`config.mk`:
```
export PLATFORM = sky130hd
export DESIGN_NAME = lru_page_replacement_core
export DESIGN_NICKNAME = d
export VERILOG_FILES = /design/src/sv/lpr_pkg.sv /design/src/sv/lru_page_replacement_core.sv /design/src/sv/lpr_frame_mem.sv /design/src/sv/lpr_cfg_regs.sv /design/src/sv/lpr_engine.sv
export VERILOG_INCLUDE_DIRS = /design/src /design/src/sv
export SDC_FILE = /design/constraint.sdc
export NUM_CORES = 1
export LEC_CHECK = 0
export BUFFER_PORTS_ARGS = -buffer_cell sky130_fd_sc_hd__buf_4
export CORE_ASPECT_RATIO = 2
export CORE_UTILIZATION = 55
export DETAILED_ROUTE_END_ITERATION = 6
export PLACE_DENSITY = 0.85
export SLEW_MARGIN = 5
export SYNTH_ARGS = -nofsm -noshare
export SYNTH_HDL_FRONTEND = slang
export SYNTH_SLANG_ARGS = --single-unit
```
`constraint.sdc`:
```
create_clock -name clk -period 6.06 [get_ports clk]
set_input_delay 0.303 -clock clk [delete_from_list [all_inputs] [get_ports clk]]
set_output_delay 0.303 -clock clk [all_outputs]
set_load 0.03 [all_outputs]
```
`src/sv/assert_macros.svh`:
```
// ----------------------------------------------------------------------------
// Assertion macros
// Shared concurrent assertion wrappers, clocked on clk, disabled in reset.
// ----------------------------------------------------------------------------
`ifndef ASSERT_MACROS_SVH
`define ASSERT_MACROS_SVH

// Same-cycle implication.
`define ASSERT_IMPL(label, ante, cons, msg) \
    label: assert property (@(posedge clk) disable iff (!rst_n) (ante) |-> (cons)) \
        else $error(msg);

// Next-cycle implication.
`define ASSERT_NEXT(label, ante, cons, msg) \
    label: assert property (@(posedge clk) disable iff (!rst_n) (ante) |=> (cons)) \
        else $error(msg);

`endif

```
`src/sv/lpr_pkg.sv`:
```
// ----------------------------------------------------------------------------
// lpr_pkg
// Shared types and constants of the LRU page replacement core.
// ----------------------------------------------------------------------------
package lpr_pkg;

    // Defaults for the top-level parameters
    localparam int NUM_FRAMES_DEF = 16;
    localparam int PAGE_BITS_DEF  = 16;
    localparam int AGE_BITS_DEF   = 16;

    // Fixed field widths of the stream and register interfaces
    localparam int PAGE_IN_W  = 16;
    localparam int FRAME_IX_W = 4;
    localparam int EVICT_PG_W = 16;
    localparam int FAULT_W    = 32;
    localparam int FIU_W      = 5;
    localparam int CFG_ADDR_W = 3;
    localparam int CFG_DATA_W = 32;

    localparam logic [FIU_W-1:0] FIU_RESET = 5'd16;

    // One result transaction
    typedef struct packed {
        logic [FAULT_W-1:0]    fault_count;
        logic [EVICT_PG_W-1:0] evicted_page;
        logic                  evicted_valid;
        logic [FRAME_IX_W-1:0] frame_index;
        logic                  hit;
    } lpr_result_t;

endpackage

```
`src/sv/lru_page_replacement_core.sv`:
```
// Path from input transaction to result valid: sweep state, finish state, then
// the output register. A new reference is accepted only in the idle state; the
// sweep over the frame table through its single read port sets the pace.
// A finished result waits in the output register; the next reference runs meanwhile.
// Reset (rst_n, async, low): no frames filled, all ages zero, fault total zero,
// frames_in_use = 16. No clearing pass; ages of unwritten frames read as zero.
// ----------------------------------------------------------------------------
// lru_page_replacement_core
// LRU page replacement with per-frame saturating age counters.
// ----------------------------------------------------------------------------
module lru_page_replacement_core #(
    parameter int NUM_FRAMES = lpr_pkg::NUM_FRAMES_DEF,
    parameter int PAGE_BITS  = lpr_pkg::PAGE_BITS_DEF,
    parameter int AGE_BITS   = lpr_pkg::AGE_BITS_DEF
) (
    input  logic                           clk,
    input  logic                           rst_n,
    // reference stream
    input  logic                           s_axis_tvalid,
    output logic                           s_axis_tready,
    input  logic [15:0]                    s_axis_tdata,   // [15:0] page_number
    // result stream
    output logic                           m_axis_tvalid,
    input  logic                           m_axis_tready,
    // [0] hit, [4:1] frame_index, [5] evicted_valid, [21:6] evicted_page,
    // [53:22] fault_count, [55:54] zero
    output logic [55:0]                    m_axis_tdata,
    // configuration
    input  logic                           psel,
    input  logic                           penable,
    input  logic                           pwrite,
    input  logic [lpr_pkg::CFG_ADDR_W-1:0] paddr,
    input  logic [lpr_pkg::CFG_DATA_W-1:0] pwdata,
    output logic [lpr_pkg::CFG_DATA_W-1:0] prdata,
    output logic                           pready
);
    import lpr_pkg::*;

    localparam int IDX_W  = (NUM_FRAMES > 1) ? $clog2(NUM_FRAMES) : 1;
    localparam int WORD_W = PAGE_BITS + AGE_BITS;

    logic [FIU_W-1:0]  frames_in_use;
    lpr_result_t       result;

    // Frame table port signals; each word is {page, age}
    logic              mem_rd_en;
    logic [IDX_W-1:0]  mem_rd_addr;
    logic [WORD_W-1:0] mem_rd_data;
    logic              mem_wr_en;
    logic [IDX_W-1:0]  mem_wr_addr;
    logic [WORD_W-1:0] mem_wr_data;

    lpr_cfg_regs u_cfg (
        .clk           (clk),
        .rst_n         (rst_n),
        .psel          (psel),
        .penable       (penable),
        .pwrite        (pwrite),
        .paddr         (paddr),
        .pwdata        (pwdata),
        .prdata        (prdata),
        .pready        (pready),
        .frames_in_use (frames_in_use)
    );

    lpr_frame_mem #(
        .DEPTH  (NUM_FRAMES),
        .ADDR_W (IDX_W),
        .WIDTH  (WORD_W)
    ) u_mem (
        .clk     (clk),
        .wr_en   (mem_wr_en),
        .wr_addr (mem_wr_addr),
        .wr_data (mem_wr_data),
        .rd_en   (mem_rd_en),
        .rd_addr (mem_rd_addr),
        .rd_data (mem_rd_data)
    );

    // Per reference: read every frame once (age it, look for the page, track
    // the oldest among active frames), then one write of the chosen frame.
    lpr_engine #(
        .NUM_FRAMES (NUM_FRAMES),
        .PAGE_BITS  (PAGE_BITS),
        .AGE_BITS   (AGE_BITS),
        .IDX_W      (IDX_W)
    ) u_engine (
        .clk           (clk),
        .rst_n         (rst_n),
        .in_valid      (s_axis_tvalid),
        .in_ready      (s_axis_tready),
        .in_page       (s_axis_tdata),
        .frames_in_use (frames_in_use),
        .out_valid     (m_axis_tvalid),
        .out_ready     (m_axis_tready),
        .out_data      (result),
        .mem_rd_en     (mem_rd_en),
        .mem_rd_addr   (mem_rd_addr),
        .mem_rd_data   (mem_rd_data),
        .mem_wr_en     (mem_wr_en),
        .mem_wr_addr   (mem_wr_addr),
        .mem_wr_data   (mem_wr_data)
    );

    // Result fields packed from bit 0 up, zero fill to a byte boundary
    assign m_axis_tdata = {2'b00, result.fault_count, result.evicted_page,
                           result.evicted_valid, result.frame_index, result.hit};

endmodule

```
`src/sv/lpr_frame_mem.sv`:
```
// ----------------------------------------------------------------------------
// lpr_frame_mem
// Frame table: one write port, one read port, registered read data.
// ----------------------------------------------------------------------------
module lpr_frame_mem #(
    parameter int DEPTH  = 16,
    parameter int ADDR_W = 4,
    parameter int WIDTH  = 32
) (
    input  logic              clk,
    input  logic              wr_en,
    input  logic [ADDR_W-1:0] wr_addr,
    input  logic [WIDTH-1:0]  wr_data,
    input  logic              rd_en,
    input  logic [ADDR_W-1:0] rd_addr,
    output logic [WIDTH-1:0]  rd_data
);

    logic [WIDTH-1:0] mem [DEPTH];

    always_ff @(posedge clk)
    begin
        if (wr_en)
        begin
            mem[wr_addr] <= wr_data;
        end
    end

    always_ff @(posedge clk)
    begin
        if (rd_en)
        begin
            rd_data <= mem[rd_addr];
        end
    end

endmodule

```
`src/sv/lpr_cfg_regs.sv`:
```
// ----------------------------------------------------------------------------
// lpr_cfg_regs
// APB register slave holding the frames_in_use register.
// ----------------------------------------------------------------------------
module lpr_cfg_regs (
    input  logic                          clk,
    input  logic                          rst_n,
    input  logic                          psel,
    input  logic                          penable,
    input  logic                          pwrite,
    input  logic [lpr_pkg::CFG_ADDR_W-1:0] paddr,
    input  logic [lpr_pkg::CFG_DATA_W-1:0] pwdata,
    output logic [lpr_pkg::CFG_DATA_W-1:0] prdata,
    output logic                          pready,
    output logic [lpr_pkg::FIU_W-1:0]      frames_in_use
);
    import lpr_pkg::*;

    // Register index is the word address (paddr[2])
    localparam logic REG_FRAMES_IN_USE = 1'b0;

    logic [FIU_W-1:0] fiu_reg;
    logic             wr_fire;
    logic             sel_fiu;

    assign pready  = 1'b1;
    assign sel_fiu = (paddr[2] == REG_FRAMES_IN_USE);
    assign wr_fire = psel && penable && pwrite && pready && sel_fiu;

    always_ff @(posedge clk or negedge rst_n)
    begin
        if (!rst_n)
        begin
            fiu_reg <= FIU_RESET;
        end
        else if (wr_fire)
        begin
            fiu_reg <= pwdata[FIU_W-1:0];
        end
    end

    assign prdata        = sel_fiu ? CFG_DATA_W'(fiu_reg) : '0;
    assign frames_in_use = fiu_reg;

endmodule

```
`src/sv/lpr_engine.sv`:
```
// ----------------------------------------------------------------------------
// lpr_engine
// Sweep sequencer: reads every frame, ages it, searches hit and oldest,
// then writes the chosen frame and loads the result register.
// ----------------------------------------------------------------------------
`include "assert_macros.svh"

module lpr_engine #(
    parameter int NUM_FRAMES = lpr_pkg::NUM_FRAMES_DEF,
    parameter int PAGE_BITS  = lpr_pkg::PAGE_BITS_DEF,
    parameter int AGE_BITS   = lpr_pkg::AGE_BITS_DEF,
    parameter int IDX_W      = (NUM_FRAMES > 1) ? $clog2(NUM_FRAMES) : 1
) (
    input  logic                           clk,
    input  logic                           rst_n,
    // reference stream
    input  logic                           in_valid,
    output logic                           in_ready,
    input  logic [lpr_pkg::PAGE_IN_W-1:0]  in_page,
    input  logic [lpr_pkg::FIU_W-1:0]      frames_in_use,
    // result stream
    output logic                           out_valid,
    input  logic                           out_ready,
    output lpr_pkg::lpr_result_t           out_data,
    // frame table
    output logic                           mem_rd_en,
    output logic [IDX_W-1:0]               mem_rd_addr,
    input  logic [PAGE_BITS+AGE_BITS-1:0]  mem_rd_data,
    output logic                           mem_wr_en,
    output logic [IDX_W-1:0]               mem_wr_addr,
    output logic [PAGE_BITS+AGE_BITS-1:0]  mem_wr_data
);
    import lpr_pkg::*;

    localparam int CNT_W = $clog2(NUM_FRAMES + 1);
    localparam logic [CNT_W-1:0]    NUM_CNT = CNT_W'(NUM_FRAMES);
    localparam logic [AGE_BITS-1:0] AGE_MAX = {AGE_BITS{1'b1}};

    localparam logic [1:0] ST_IDLE   = 2'd0;
    localparam logic [1:0] ST_SWEEP  = 2'd1;
    localparam logic [1:0] ST_FINISH = 2'd2;

    logic [1:0]           state_reg, state_next;
    logic [CNT_W-1:0]     rd_cnt_reg;
    logic                 pend_reg;
    logic [IDX_W-1:0]     ridx_reg;
    logic [PAGE_BITS-1:0] page_reg;
    logic [CNT_W-1:0]     n_reg;
    logic [CNT_W-1:0]     used_reg;
    logic                 hit_reg;
    logic [IDX_W-1:0]     hit_idx_reg;
    logic [AGE_BITS-1:0]  best_age_reg;
    logic [IDX_W-1:0]     best_idx_reg;
    logic [PAGE_BITS-1:0] best_page_reg;
    logic [CNT_W-1:0]     filled_reg;
    logic [FAULT_W-1:0]   faults_reg;
    logic [NUM_FRAMES-1:0] valid_reg;
    logic                 out_valid_reg;
    lpr_result_t          out_data_reg;

    logic [31:0]          fiu32;
    logic [31:0]          page32;
    logic [CNT_W-1:0]     n_calc;
    logic [CNT_W-1:0]     used_calc;
    logic                 accept;
    logic                 fire;
    logic [PAGE_BITS-1:0] rd_page;
    logic [AGE_BITS-1:0]  rd_age;
    logic [AGE_BITS-1:0]  aged;
    logic [CNT_W-1:0]     ridx_ext;
    logic                 match;
    logic                 take_best;
    logic                 has_free;
    logic [IDX_W-1:0]     slot;
    logic [FAULT_W-1:0]   faults_next;
    logic [31:0]          slot32;
    logic [31:0]          old32;
    lpr_result_t          result;

    // Effective frame count: zero acts as one, clamp to table depth
    assign fiu32 = 32'(frames_in_use);
    always_comb
    begin
        if (fiu32 == 32'd0)
        begin
            n_calc = CNT_W'(1);
        end
        else if (fiu32 > 32'(NUM_FRAMES))
        begin
            n_calc = NUM_CNT;
        end
        else
        begin
            n_calc = fiu32[CNT_W-1:0];
        end
    end
    assign used_calc = (filled_reg < n_calc) ? filled_reg : n_calc;
    assign page32    = 32'(in_page);

    assign in_ready = (state_reg == ST_IDLE);
    assign accept   = in_valid && in_ready;
    assign fire     = (state_reg == ST_FINISH) && (!out_valid_reg || out_ready);

    // Read side of the sweep
    assign mem_rd_en   = (state_reg == ST_SWEEP) && (rd_cnt_reg < NUM_CNT);
    assign mem_rd_addr = rd_cnt_reg[IDX_W-1:0];

    // Entry returned by the memory this cycle
    assign rd_page   = mem_rd_data[PAGE_BITS+AGE_BITS-1:AGE_BITS];
    assign rd_age    = valid_reg[ridx_reg] ? mem_rd_data[AGE_BITS-1:0] : '0;
    assign aged      = (rd_age == AGE_MAX) ? rd_age : rd_age + 1'b1;
    assign ridx_ext  = CNT_W'(ridx_reg);
    assign match     = (ridx_ext < used_reg) && (rd_page == page_reg);
    assign take_best = (ridx_ext < n_reg) && ((ridx_reg == '0) || (aged > best_age_reg));

    // Replacement decision
    assign has_free    = (filled_reg < n_reg);
    assign faults_next = (faults_reg == '1) ? faults_reg : faults_reg + 1'b1;
    always_comb
    begin
        if (hit_reg)
        begin
            slot = hit_idx_reg;
        end
        else if (has_free)
        begin
            slot = filled_reg[IDX_W-1:0];
        end
        else
        begin
            slot = best_idx_reg;
        end
    end

    assign slot32 = 32'(slot);
    assign old32  = (!hit_reg && !has_free) ? 32'(best_page_reg) : 32'd0;
    always_comb
    begin
        result.hit           = hit_reg;
        result.frame_index   = slot32[FRAME_IX_W-1:0];
        result.evicted_valid = !hit_reg && !has_free;
        result.evicted_page  = old32[EVICT_PG_W-1:0];
        result.fault_count   = hit_reg ? faults_reg : faults_next;
    end

    // Write port: aged write-back during the sweep, chosen frame at the end
    always_comb
    begin
        mem_wr_en   = 1'b0;
        mem_wr_addr = ridx_reg;
        mem_wr_data = {rd_page, aged};
        if (fire)
        begin
            mem_wr_en   = 1'b1;
            mem_wr_addr = slot;
            mem_wr_data = {page_reg, {AGE_BITS{1'b0}}};
        end
        else if (pend_reg)
        begin
            mem_wr_en = 1'b1;
        end
    end

    always_comb
    begin
        state_next = state_reg;
        case (state_reg)
            ST_IDLE:
            begin
                if (accept)
                begin
                    state_next = ST_SWEEP;
                end
            end
            ST_SWEEP:
            begin
                if ((rd_cnt_reg == NUM_CNT) && pend_reg)
                begin
                    state_next = ST_FINISH;
                end
            end
            ST_FINISH:
            begin
                if (fire)
                begin
                    state_next = ST_IDLE;
                end
            end
            default:
            begin
                state_next = ST_IDLE;
            end
        endcase
    end

    always_ff @(posedge clk or negedge rst_n)
    begin
        if (!rst_n)
        begin
            state_reg     <= ST_IDLE;
            rd_cnt_reg    <= '0;
            pend_reg      <= 1'b0;
            hit_reg       <= 1'b0;
            filled_reg    <= '0;
            faults_reg    <= '0;
            valid_reg     <= '0;
            out_valid_reg <= 1'b0;
        end
        else
        begin
            state_reg <= state_next;
            pend_reg  <= mem_rd_en;
            if (accept)
            begin
                rd_cnt_reg <= '0;
                hit_reg    <= 1'b0;
            end
            else if (mem_rd_en)
            begin
                rd_cnt_reg <= rd_cnt_reg + 1'b1;
            end
            if (pend_reg && match && !hit_reg)
            begin
                hit_reg <= 1'b1;
            end
            if (mem_wr_en)
            begin
                valid_reg[mem_wr_addr] <= 1'b1;
            end
            if (fire)
            begin
                if (!hit_reg)
                begin
                    faults_reg <= faults_next;
                    if (has_free)
                    begin
                        filled_reg <= filled_reg + 1'b1;
                    end
                end
                out_valid_reg <= 1'b1;
            end
            else if (out_ready)
            begin
                out_valid_reg <= 1'b0;
            end
        end
    end

    // Payload and search registers
    always_ff @(posedge clk)
    begin
        if (accept)
        begin
            page_reg <= page32[PAGE_BITS-1:0];
            n_reg    <= n_calc;
            used_reg <= used_calc;
        end
        if (mem_rd_en)
        begin
            ridx_reg <= mem_rd_addr;
        end
        if (pend_reg && match && !hit_reg)
        begin
            hit_idx_reg <= ridx_reg;
        end
        if (pend_reg && take_best)
        begin
            best_age_reg  <= aged;
            best_idx_reg  <= ridx_reg;
            best_page_reg <= rd_page;
        end
        if (fire)
        begin
            out_data_reg <= result;
        end
    end

    assign out_valid = out_valid_reg;
    assign out_data  = out_data_reg;

    `ASSERT_IMPL(a_filled_bound, 1'b1, filled_reg <= NUM_CNT, "filled frame count past depth")
    `ASSERT_IMPL(a_pend_in_sweep, pend_reg, state_reg == ST_SWEEP, "read return outside sweep")
    `ASSERT_NEXT(a_faults_mono, 1'b1, faults_reg >= $past(faults_reg), "fault total decreased")
    `ASSERT_IMPL(a_hit_no_evict, out_valid_reg && out_data_reg.hit, !out_data_reg.evicted_valid,
        "hit reported with eviction")

endmodule
```
==> key figures, run 1 <==
STA
  – Post-route worst setup slack: 0.431 ns
  – Worst slew pin tran: 1.12 ns
  – Final min period: 5.63 ns
  – Setup Skew: 0.0380 ns
  – Fin. max-slew vios: 0
  – Tcrit/Tclk final: 92.9%
  – RSZ-0062 raised after global routing: no
  – TNS Setup: 0 ns
  – Fin. Hold Viols: 0
  – Endpoints failing setup: 0
  – Fmax: 0.178 GHz
  – Worst slew margin: 24.7%

Worst setup path
  – Worst reg2reg path depth: 19
  – Worst path bufs/invs: 2
  – Stages on worst setup path: 19
  – Crit-path cells: mux4_2 > mux2i_1 > mux2_2 > nor2b_1 > ha_1 > nand4_1 > nor3_1 > buf_4 > a21boi_0 > nand4_1 > xor2_1 > nor2_1 > ha_1 > nand4_1 > nor2_1 > nand2_1 > o41a_1 > o221a_2 > buf_12
  – Setup crit start: u_engine.ridx_reg[0]
  – Slowest CP cell: edfxtp_1
  – Setup crit end kind: flop
  – Crit path max fanout: 36
  – Crit path DAT: 5.98 ns
  – Reg-to-reg endpoint: u_engine.best_page_reg[14]
  – CP Class: flop to flop
  – Critical path endpoint: u_engine.best_page_reg[14]
  – Crit-path most repeated cell: nand4_1
  – Startpoint types: flop
  – CP max stage delay: 0.63 ns
  – R2R setup slack: 0.43 ns
  – Reg2reg start: u_engine.ridx_reg[0]
  – Required time of the critical path: 6.41 ns
  – Delay-heaviest family, CP: multiplexers

Outcome
  – Outcome: finished clean

Logic synthesis
  – Syn. warnings: 0
  – Netlist cell types: 65
  – Synth area leaders: edfxtp_1 (67%), mux4_2 (12%), dfrtp_1 (5.6%)
  – FF+latch count, synth: 736
  – Most used flip-flop cell after synthesis: edfxtp_1
  – Mapped cell area: 29900 sq um
  – Sequential fraction of the synthesis area: 72.8%
  – Avg Inst Size Synth: 18.4 sq um
  – Cells after Synth: 1625
  – Yosys top cell area share: 67.1%
  – Commonest cells in the synthesized netlist: edfxtp_1 (668), mux4_2 (164), nand2_1 (106)
  – Asr flop ratio synth: 9.24%
  – Post-synth EDFFs: 668
  – Cell with the most instances after synthesis: edfxtp_1
  – Cell accounting for the most synthesized area: edfxtp_1

GRT
  – GR Layer Usage met3: 3.28%
  – Vias in the first global route: 16494
  – Met1 usage: 28.4%
  – Met2 GRT Util: 46.0%
  – First-pass GRT wire length: 102000 um
  – GRT busiest layer: met2
  – Overflow after GRT: 0
  – Initial antenna violation count: 2
  – Largest net degree at the start of global routing: 84
  – GRT Resource Usage Total: 25.3%

Clock tree
  – Clock latency on the worst-skew pair: 0.64 ns
  – # resized after CTS: 0
  – TritonCTS clock tree: built
  – CTS Buffer Depth: 3
  – Sink Count: 736
  – Root Buffer: clkbuf_16
  – TritonCTS Buffers: 56
  – Reg clk slew, reported paths: 0.07 ns
  – H-tree depth: 2

Cells and area
  – # nets final: 1854
  – Final instance area: 33600 sq um
  – ANT cells: 0
  – Fillers: 3417
  – Share of layout cells above drive strength 1: 23.5%
  – Multi-input gate area: 7750 sq um
  – Layout area overhead: 12.3%
  – FF+latch area: 21800 sq um
  – Largest register FFs: 512

Routing
  – Via Count: 15913
  – Mean number of vias per cell: 6.42
  – DRC viols: 0
  – First-pass DRT Iterations: 7
  – Per-cell routed wire length: 27.7 um
  – Total routed wirelength: 68700 um
  – Initial drt markers: 1696
  – Antenna Nets Post-Route: 0

Floorplan
  – I/O Pins: 149
  – Die height: 332 um
  – Rows: 120
  – Core area: 53600 sq um
  – Die width: 167 um
  – Initial Util: 55.8%
  – Die ar.: 55400 sq um

Power and ir drop
  – Max VDD drop: 0.324 mV
  – Leak pwr: 0.0115 uW
  – PD cells: 518 nW/um^2

Placement
  – Gpl congestion: 0.921
  – Detailed Place HPWL: 38900 um
  – Pre-CTS setup slack: 0.741 ns
  – Post-DP Area: 31500 sq um
  – I/O Buffers: 89

Min path
  – Worst hold path class: primary input to flop

Job
  – Max-cap violations: 0
[through the flow]
stage | instances | hold slack (ns) | util, % | total power, uW
finish | 2479 | 0.0436 | 62.7 | 17400
global route | 2479 | 0.0538 | 62.7 | 18000
CTS | 2479 | 0.0133 | 62.7 | 17400
detailed placement | 2351 | 0.460 | 58.7 | 13500
global placement | 2351 | 0.453 | 58.7 | 13100
floorplan | 1653 | 0.00741 | - | 11700
[layer usage]
layer,vias up,part of all wire (%)
met5,-,0.019
met4,2,5.6
met3,248,6.4
met2,916,55
met1,8141,33
li1,6606,-
[area by class of cell]
class | count | share of cell area, %
clock buffer | 69 | 4.38
timing repair buffer | 146 | 3.55
multi-input combinational | 780 | 23.1
tap | 671 | 2.50
inverter | 41 | 0.462
sequential | 736 | 64.8
clock inverter | 36 | 1.24
[worst register-to-register path, delay by kind of cell, from the launching register on]
| kind | cells | cell delay [ns] |
|---|---|---|
| fa+ha+maj | 2 | 0.58 |
| flops | 1 | 0.63 |
| compound gates | 3 | 1.17 |
| mux | 3 | 1.20 |
| xor+xnor | 1 | 0.26 |
| simple gates | 8 | 1.17 |
| buf+inv | 2 | 0.36 |
[layout by cell type (no fill, tap or decap), types with 5 or more instances in the layout]
master	count
xnor2_1	46
o21ai_0	23
dfrtp_1	63
nor2_4	17
and2_1	5
clkinv_4	5
buf_4	120
nor3_1	24
o21bai_1	16
nand2b_1	9
a21o_1	7
a31oi_1	7
nor2b_1	10
mux2_2	10
or3_1	5
edfxtp_1	668
clkbuf_16	57
dlygate4sd3_1	23
bufinv_16	7
inv_1	39
clkbuf_1	12
and4_1	6
and3_1	23
nand2_1	106
conb_1	30
nor4_1	10
clkinv_1	5
xor2_1	49
ha_1	35
mux4_2	164
nor2_1	65
a21oi_1	11
nand3_1	31
clkinv_2	14
nand4_1	20
a211oi_1	5
[power breakdown]
| group | total, uW | switching, uW | internal (uW) |
|---|---|---|---|
| Sequential | 8370 | 682 | 7680 |
| Clock | 3850 | 1790 | 2060 |
| Combinational | 5190 | 3160 | 2030 |
| Total | 17400 | 5630 | 11800 |
[cells by family after synthesis]
family,count (synthesis),synth area share (%)
mux,177,12.8
other cells,2,0.0251
xor+xnor,95,2.78
simple gates,349,5.79
compound gates,94,2.24
fa+ha+maj,35,1.46
flops,736,72.8
buf+inv,137,2.12
[worst min path at each step]
stage | startpoint | endpoint | slack [ns] | cells after the start
2_1_floorplan | rst_n | u_cfg.frames_in_use[0] | 0.007 | 0
5_1_grt | m_axis_tready | u_engine.out_valid | 0.05 | 3
3_5_place_dp | u_engine.valid_reg[6] | u_engine.valid_reg[6] | 0.46 | 1
3_3_place_gp | u_engine.valid_reg[14] | u_engine.valid_reg[14] | 0.45 | 1
6_report | m_axis_tready | u_engine.out_valid | 0.04 | 3
4_1_cts | m_axis_tready | u_engine.out_valid | 0.01 | 3
[timing repair]
item,4_1_cts,5_1_grt
setup buffers,0,0
hold buffers,23,0
endpoints found under the hold margin,89,0
No activity file was read; power rests on OpenSTA's default activity.
==> inputs of run 2 (changes only) <==
Settings changed: BUFFER_PORTS_ARGS -buffer_cell sky130_fd_sc_hd__buf_4 to unset, CTS_BUF_LIST set to sky130_fd_sc_hd__clkbuf_16, DONT_BUFFER_PORTS set to 1, PLACE_DENSITY 0.85 to 0.82, SYNTH_HIERARCHICAL set to 1.
==> run 2 against run 1 <==
Against the previous run:
- clock-buffer cell count down 10
- largest cell class unchanged
- final cell count up 0.12%
- first-iteration DRC count down 2.4%
- non-clock buffer count down 78
- sequential power down 3.0%
- worst hold slack worse by 0.0012 ns
- worst setup slack better by 0.16 ns
==> key figures, run 2 <==
Routing
  – Initial drt markers: 1656
  – Via Count: 15785
  – Total routed wirelength: 63600 um
  – First-pass DRT Iterations: 7
  – Antenna Nets Post-Route: 0
  – DRC viols: 0
  – Mean number of vias per cell: 6.36
  – Per-cell routed wire length: 25.6 um

Floorplan
  – Die height: 332 um
  – I/O Pins: 149
  – Initial Util: 55.8%
  – Core area: 53800 sq um
  – Rows: 120
  – Die width: 167 um
  – Die ar.: 55500 sq um

STA
  – Final min period: 5.47 ns
  – Setup Skew: 0.0531 ns
  – Tcrit/Tclk final: 90.3%
  – Worst slew margin: 20.2%
  – RSZ-0062 raised after global routing: no
  – Endpoints failing setup: 0
  – Worst slew pin tran: 1.19 ns
  – Fmax: 0.183 GHz
  – TNS Setup: 0 ns
  – Post-route worst setup slack: 0.586 ns
  – Fin. max-slew vios: 0
  – Fin. Hold Viols: 0

GRT
  – Overflow after GRT: 0
  – GR Layer Usage met3: 2.72%
  – Met2 GRT Util: 42.2%
  – GRT busiest layer: met2
  – Vias in the first global route: 15882
  – GRT Resource Usage Total: 23.1%
  – First-pass GRT wire length: 95200 um
  – Initial antenna violation count: 2
  – Met1 usage: 26.8%
  – Largest net degree at the start of global routing: 73

Clock tree
  – Clock latency on the worst-skew pair: 0.63 ns
  – Sink Count: 736
  – CTS Buffer Depth: 3
  – H-tree depth: 2
  – Root Buffer: clkbuf_16
  – TritonCTS Buffers: 56
  – TritonCTS clock tree: built
  – Reg clk slew, reported paths: 0.06 ns

Logic synthesis
  – Sequential fraction of the synthesis area: 72.5%
  – Most used flip-flop cell after synthesis: edfxtp_1
  – Commonest cells in the synthesized netlist: edfxtp_1 (668), nand2_1 (139), mux4_2 (133)
  – Syn. warnings: 6
  – Netlist cell types: 65
  – Mapped cell area: 30000 sq um
  – Cell accounting for the most synthesized area: edfxtp_1
  – Synth area leaders: edfxtp_1 (67%), mux4_2 (10%), dfrtp_1 (5.6%)
  – Post-synth EDFFs: 668
  – Asr flop ratio synth: 9.24%
  – Yosys top cell area share: 66.9%
  – FF+latch count, synth: 736
  – Cells after Synth: 1721
  – Avg Inst Size Synth: 17.4 sq um
  – Cell with the most instances after synthesis: edfxtp_1

Power and ir drop
  – Internal power: 11200 uW
  – Leak pwr: 0.0114 uW
  – Logic pwr share: 28.9%
  – Switching Share: 32.2%
  – Sw Pwr: 5320 uW
  – Power consumption: 16500 uW
  – PD cells: 502 nW/um^2
  – Max VDD drop: 0.312 mV
  – Clock network power share: 22.0%
  – Flop pwr share: 49.1%

Placement
  – Placed Instances: 2348
  – Gpl congestion: 0.899
  – Pre-CTS setup slack: 0.599 ns
  – Detailed Place HPWL: 36400 um
  – I/O Buffers: 0

Cells and area
  – Multi-input gate area: 7730 sq um
  – Most frequent cells in the layout: edfxtp_1 (668), nand2_1 (139), mux4_2 (133)
  – Most common cell after layout, fill and taps aside: edfxtp_1
  – Fillers: 3578
  – Non-filler cells in the finished layout: 2482
  – Share of layout cells above drive strength 1: 16.7%
  – Layout area overhead: 9.77%
  – Largest register FFs: 512
  – # nets final: 1858
  – FF+latch area: 21800 sq um

Worst setup path
  – R2R setup slack: 0.59 ns
  – Crit path max fanout: 20
  – Setup crit end kind: flop
  – Required time of the critical path: 6.32 ns
  – CP Class: flop to flop
  – Crit-path cells: mux4_2 > mux4_2 > and2_1 > ha_1 > nand4_1 > nor2_1 > nor4_1 > nand3_1 > xor2_1 > nor2_1 > ha_1 > nand4_1 > nor2_1 > o21ai_0 > a211o_1 > a21oi_4 > buf_4
  – Startpoint types: flop
  – Reg2reg start: u_engine/ridx_reg[2]
  – Slowest CP cell: edfxtp_1
  – Crit path DAT: 5.73 ns
  – Reg-to-reg endpoint: u_engine/best_idx_reg[3]
  – CP max stage delay: 0.69 ns
  – Crit-path most repeated cell: nor2_1
  – Worst reg2reg path depth: 17

Job
  – Max-cap violations: 0

Min path
  – Hold Path Origin: s_axis_tvalid
  – Worst hold path class: primary input to flop
  – Hold path depth: 3
  – Worst Hold End: u_engine/rd_cnt_reg[4]

Outcome
  – Outcome: finished clean
==> run 2: changes by cell type after synthesis, sizes merged, moves of 12 or more <==
cell	before	now
a22oi	0	65
nand2	107	139
mux4	164	133
nor2	82	100
o21ai	23	6
o21bai	16	0
xnor2	46	61
a21o	7	20
buf	55	67
==> run 2: how the worst max path moves through the flow <==
stage / start / end / slack [ns]
final: u_engine/ridx_reg[2] / u_engine/best_idx_reg[3] / 0.59
after global routing: u_engine/ridx_reg[2] / u_engine/best_idx_reg[3] / 0.23
after CTS: u_engine/ridx_reg[2] / u_engine/best_idx_reg[3] / 0.58
after detailed placement: u_engine/ridx_reg[2] / u_engine/best_page_reg[4] / 0.60
after global placement: u_engine/ridx_reg[2] / u_engine/best_page_reg[6] / 0.77
after floorplan: u_engine/ridx_reg[2] / u_engine/best_age_reg[0] / 0.69
==> run 2: cells by family (layout without fill, tap and decap cells) <==
kind of cell / count (synthesis) / after routing / synth area share, %
compound gates: 134 / 134 / 3.31
xor+xnor: 101 / 101 / 2.95
fa+ha+maj: 35 / 35 / 1.46
buf+inv: 151 / 213 / 2.56
flops: 736 / 736 / 72.5
mux: 151 / 151 / 10.6
other cells: 3 / 31 / 0.0375
simple gates: 410 / 410 / 6.53
==> run 2: repair_timing <==
item | in CTS | in global routing
endpoints found under the hold margin | 92 | 0
gates resized for setup | 0 | 0
setup buffers | 0 | 0
hold buffers | 30 | 0
==> run 2: worst max-delay path: cells and delay by family (launching register included) <==
kind,cells,cell delay (ns)
AO/OA/AOI/OAI,3,0.54
flip-flops,1,0.69
buffers and inverters,1,0.31
XOR/XNOR,1,0.25
multiplexers,2,1.19
adder cells (fa/ha/maj),2,0.57
AND/OR/NAND/NOR,8,1.56
==> run 2: final cells by class <==
class                           count  area share [%]
Multi-Input combinational cell    861            23.5
Timing Repair Buffer               68            1.91
Inverter                           42           0.482
Antenna cell                        1         0.00760
Sequential cell                   736            66.1
Clock inverter                     44            1.00
Tap cell                          671            2.55
Clock buffer                       59            4.48
==> run 2: power groups by stage <==
| stage | logic [uW] | registers, uW | clock network [uW] |
|---|---|---|---|
| CTS | 4780 | 8130 | 3680 |
| global route | 5150 | 8220 | 3840 |
| finish | 4770 | 8120 | 3630 |
| global placement | 4490 | 8150 | 0 |
| detailed placement | 4710 | 8230 | 0 |
| floorplan | 3520 | 7840 | 0 |
==> run 2: layer usage <==
metal | vias to the layer above | part of all wire [%] | wire (um)
li1 | 6707 | - | -
met1 | 8001 | 34 | 21400
met2 | 863 | 54 | 34400
met3 | 212 | 7.3 | 4660
met4 | 2 | 5.0 | 3190
met5 | - | 0.020 | 13
==> run 2: through the flow <==
stage | util, % | hold slack (ns) | area [sq um]
final | 61.3 | 0.0424 | 32900
after global routing | 61.3 | 0.0486 | 32900
after CTS | 61.3 | 0.0110 | 32900
after detailed placement | 57.3 | 0.00942 | 30800
after global placement | 57.3 | 0.00902 | 30800
after floorplan | - | 0.00741 | 30100
==> inputs of run 3 (changes only) <==
Clock period 6.06 ns to 6.9 ns, I/O delays scaled along.
==> run 3 against run 2 <==
Against the previous run:
- flip-flop and latch count is the same
- critical path depth is the same
- critical endpoint is now u_engine/best_age_reg[4]
- clock skew shrank 0.038 ns
- register-to-register slack gained 0.31 ns
==> key figures, run 3 (synthesized netlist as in run 2, its figures left out) <==
Placement
  – I/O Buffers: 0
  – Detailed Place HPWL: 37400 um
  – Gpl congestion: 0.910
  – Pre-CTS setup slack: 0.977 ns

Routing
  – Antenna Nets Post-Route: 0
  – Per-cell routed wire length: 26.0 um
  – Initial drt markers: 1716
  – DRT met1 WL: 21700 um
  – Via Count: 15745
  – DRC viols: 0
  – First-pass DRT Iterations: 5
  – Total routed wirelength: 64400 um
  – Mean number of vias per cell: 6.36
  – Highest Signal Layer: met5
  – Met2 routed WL: 34700 um
  – Metal3 WL: 4910 um

Cells and area
  – Most common cell after layout, fill and taps aside: edfxtp_1
  – Largest register FFs: 512
  – ANT cells: 0
  – Most frequent cells in the layout: edfxtp_1 (668), nand2_1 (139), mux4_2 (133)
  – # nets final: 1849
  – Layout area overhead: 9.64%
  – Share of layout cells above drive strength 1: 17.0%

STA
  – Fin. Hold Viols: 0
  – Fmax: 0.167 GHz
  – Final min period: 6.01 ns
  – Worst slew margin: 16.6%
  – TNS Setup: 0 ns
  – Tcrit/Tclk final: 87.0%
  – Fin. max-slew vios: 0
  – Post-route worst setup slack: 0.895 ns
  – RSZ-0062 raised after global routing: no
  – Worst slew pin tran: 1.25 ns
  – Setup Skew: 0.0152 ns
  – Endpoints failing setup: 0
  – Hold Worst Slack: 0.0225 ns

Power and ir drop
  – Power consumption: 14600 uW
  – Switching Share: 32.4%
  – Flop pwr share: 48.4%
  – Clock network power share: 22.4%
  – PD cells: 445 nW/um^2
  – Leak pwr: 0.0113 uW
  – Max VDD drop: 0.375 mV
  – Logic pwr share: 29.2%
  – Internal power: 9890 uW
  – Sw Pwr: 4750 uW

Clock tree
  – Reg clk slew, reported paths: 0.07 ns
  – Postcts setup bufs: 0
  – Root Buffer: clkbuf_16
  – CTS Buffer Depth: 3
  – TritonCTS Buffers: 56
  – Clock latency on the worst-skew pair: 0.62 ns
  – H-tree depth: 2
  – # resized after CTS: 0
  – Sink Count: 736
  – Post-CTS Hold Buffers: 25
  – TritonCTS clock tree: built

Floorplan
  – Die ar.: 55500 sq um
  – Die width: 167 um
  – Rows: 120
  – Core area: 53800 sq um
  – Die height: 332 um
  – I/O Pins: 149
  – Initial Util: 55.8%

GRT
  – Vias in the first global route: 16349
  – GRT Resource Usage Total: 23.7%
  – Overflow after GRT: 0
  – Initial antenna violation count: 1
  – First-pass GRT wire length: 97400 um
  – Largest net degree at the start of global routing: 122

Worst setup path
  – Crit path DAT: 6.30 ns
  – Startpoint types: flop
  – Required time of the critical path: 7.20 ns
  – Setup crit end kind: flop
  – Crit path max fanout: 21
  – CP Class: flop to flop

Min path
  – Worst hold path class: primary input to flop

Outcome
  – Outcome: finished clean

Job
  – Max-cap violations: 0
[run 3: layout make-up]
type                       instances  area (sq um)
tap                              671           840
inverter                          42           159
clock inverter                    49           462
fill                            3557         20900
timing repair buffer              59           536
clock buffer                      56          1400
sequential                       736         21800
multi-input combinational        861          7730
[run 3: routing by layer]
layer | up-vias | GRT usage [%]
met2 | 862 | 43.1
met1 | 8000 | 27.4
met4 | 2 | 11.7
li1 | 6695 | -
met5 | - | 0
met3 | 186 | 3.06
[run 3: path summary, 6_finish.rpt]
path                                        from                       end  slack, ns  cells past startpoint
setup / recovery            u_engine/ridx_reg[2]  u_engine/best_age_reg[4]       0.89                     17
hold / removal                           penable    u_cfg/frames_in_use[1]       0.02                      2
setup reg to reg            u_engine/ridx_reg[2]  u_engine/best_age_reg[4]       0.89                     17
hold reg to reg            u_engine/valid_reg[8]     u_engine/valid_reg[8]       0.46                      1
max in group asynchronous                  rst_n    u_engine/rd_cnt_reg[1]       6.29                      2
min in group asynchronous                  rst_n    u_cfg/frames_in_use[0]       0.28                      2
[run 3: per-stage QoR]
stage | utilization [%] | instances | area, sq um
floorplan | - | 1748 | 30100
global placement | 57.2 | 2344 | 30800
CTS | 61.2 | 2474 | 32900
finish | 61.2 | 2474 | 32900
detailed placement | 57.2 | 2344 | 30800
global route | 61.2 | 2474 | 32900
[run 3: power by group through the flow]
stage / registers, uW / logic (uW) / clock network [uW]
floorplan: 6890 / 3090 / 0
global placement: 7110 / 4000 / 0
detailed placement: 7180 / 4190 / 0
CTS: 7090 / 4250 / 3330
global route: 7170 / 4590 / 3470
finish: 7090 / 4270 / 3280
[run 3: worst max-delay path, stage by stage, from the launching register on]
cell	delay, ns
edfxtp_1	0.67
mux4_2	0.62
mux4_2	0.59
and2_1	0.22
ha_1	0.27
nand4_1	0.25
nor2_1	0.08
nor4_1	0.39
nand3_1	0.16
xor2_1	0.22
nor2_1	0.09
ha_1	0.30
nand4_1	0.13
nor2_1	0.21
o21ai_0	0.12
a211o_1	0.27
a21oi_4	0.67
buf_4	0.39
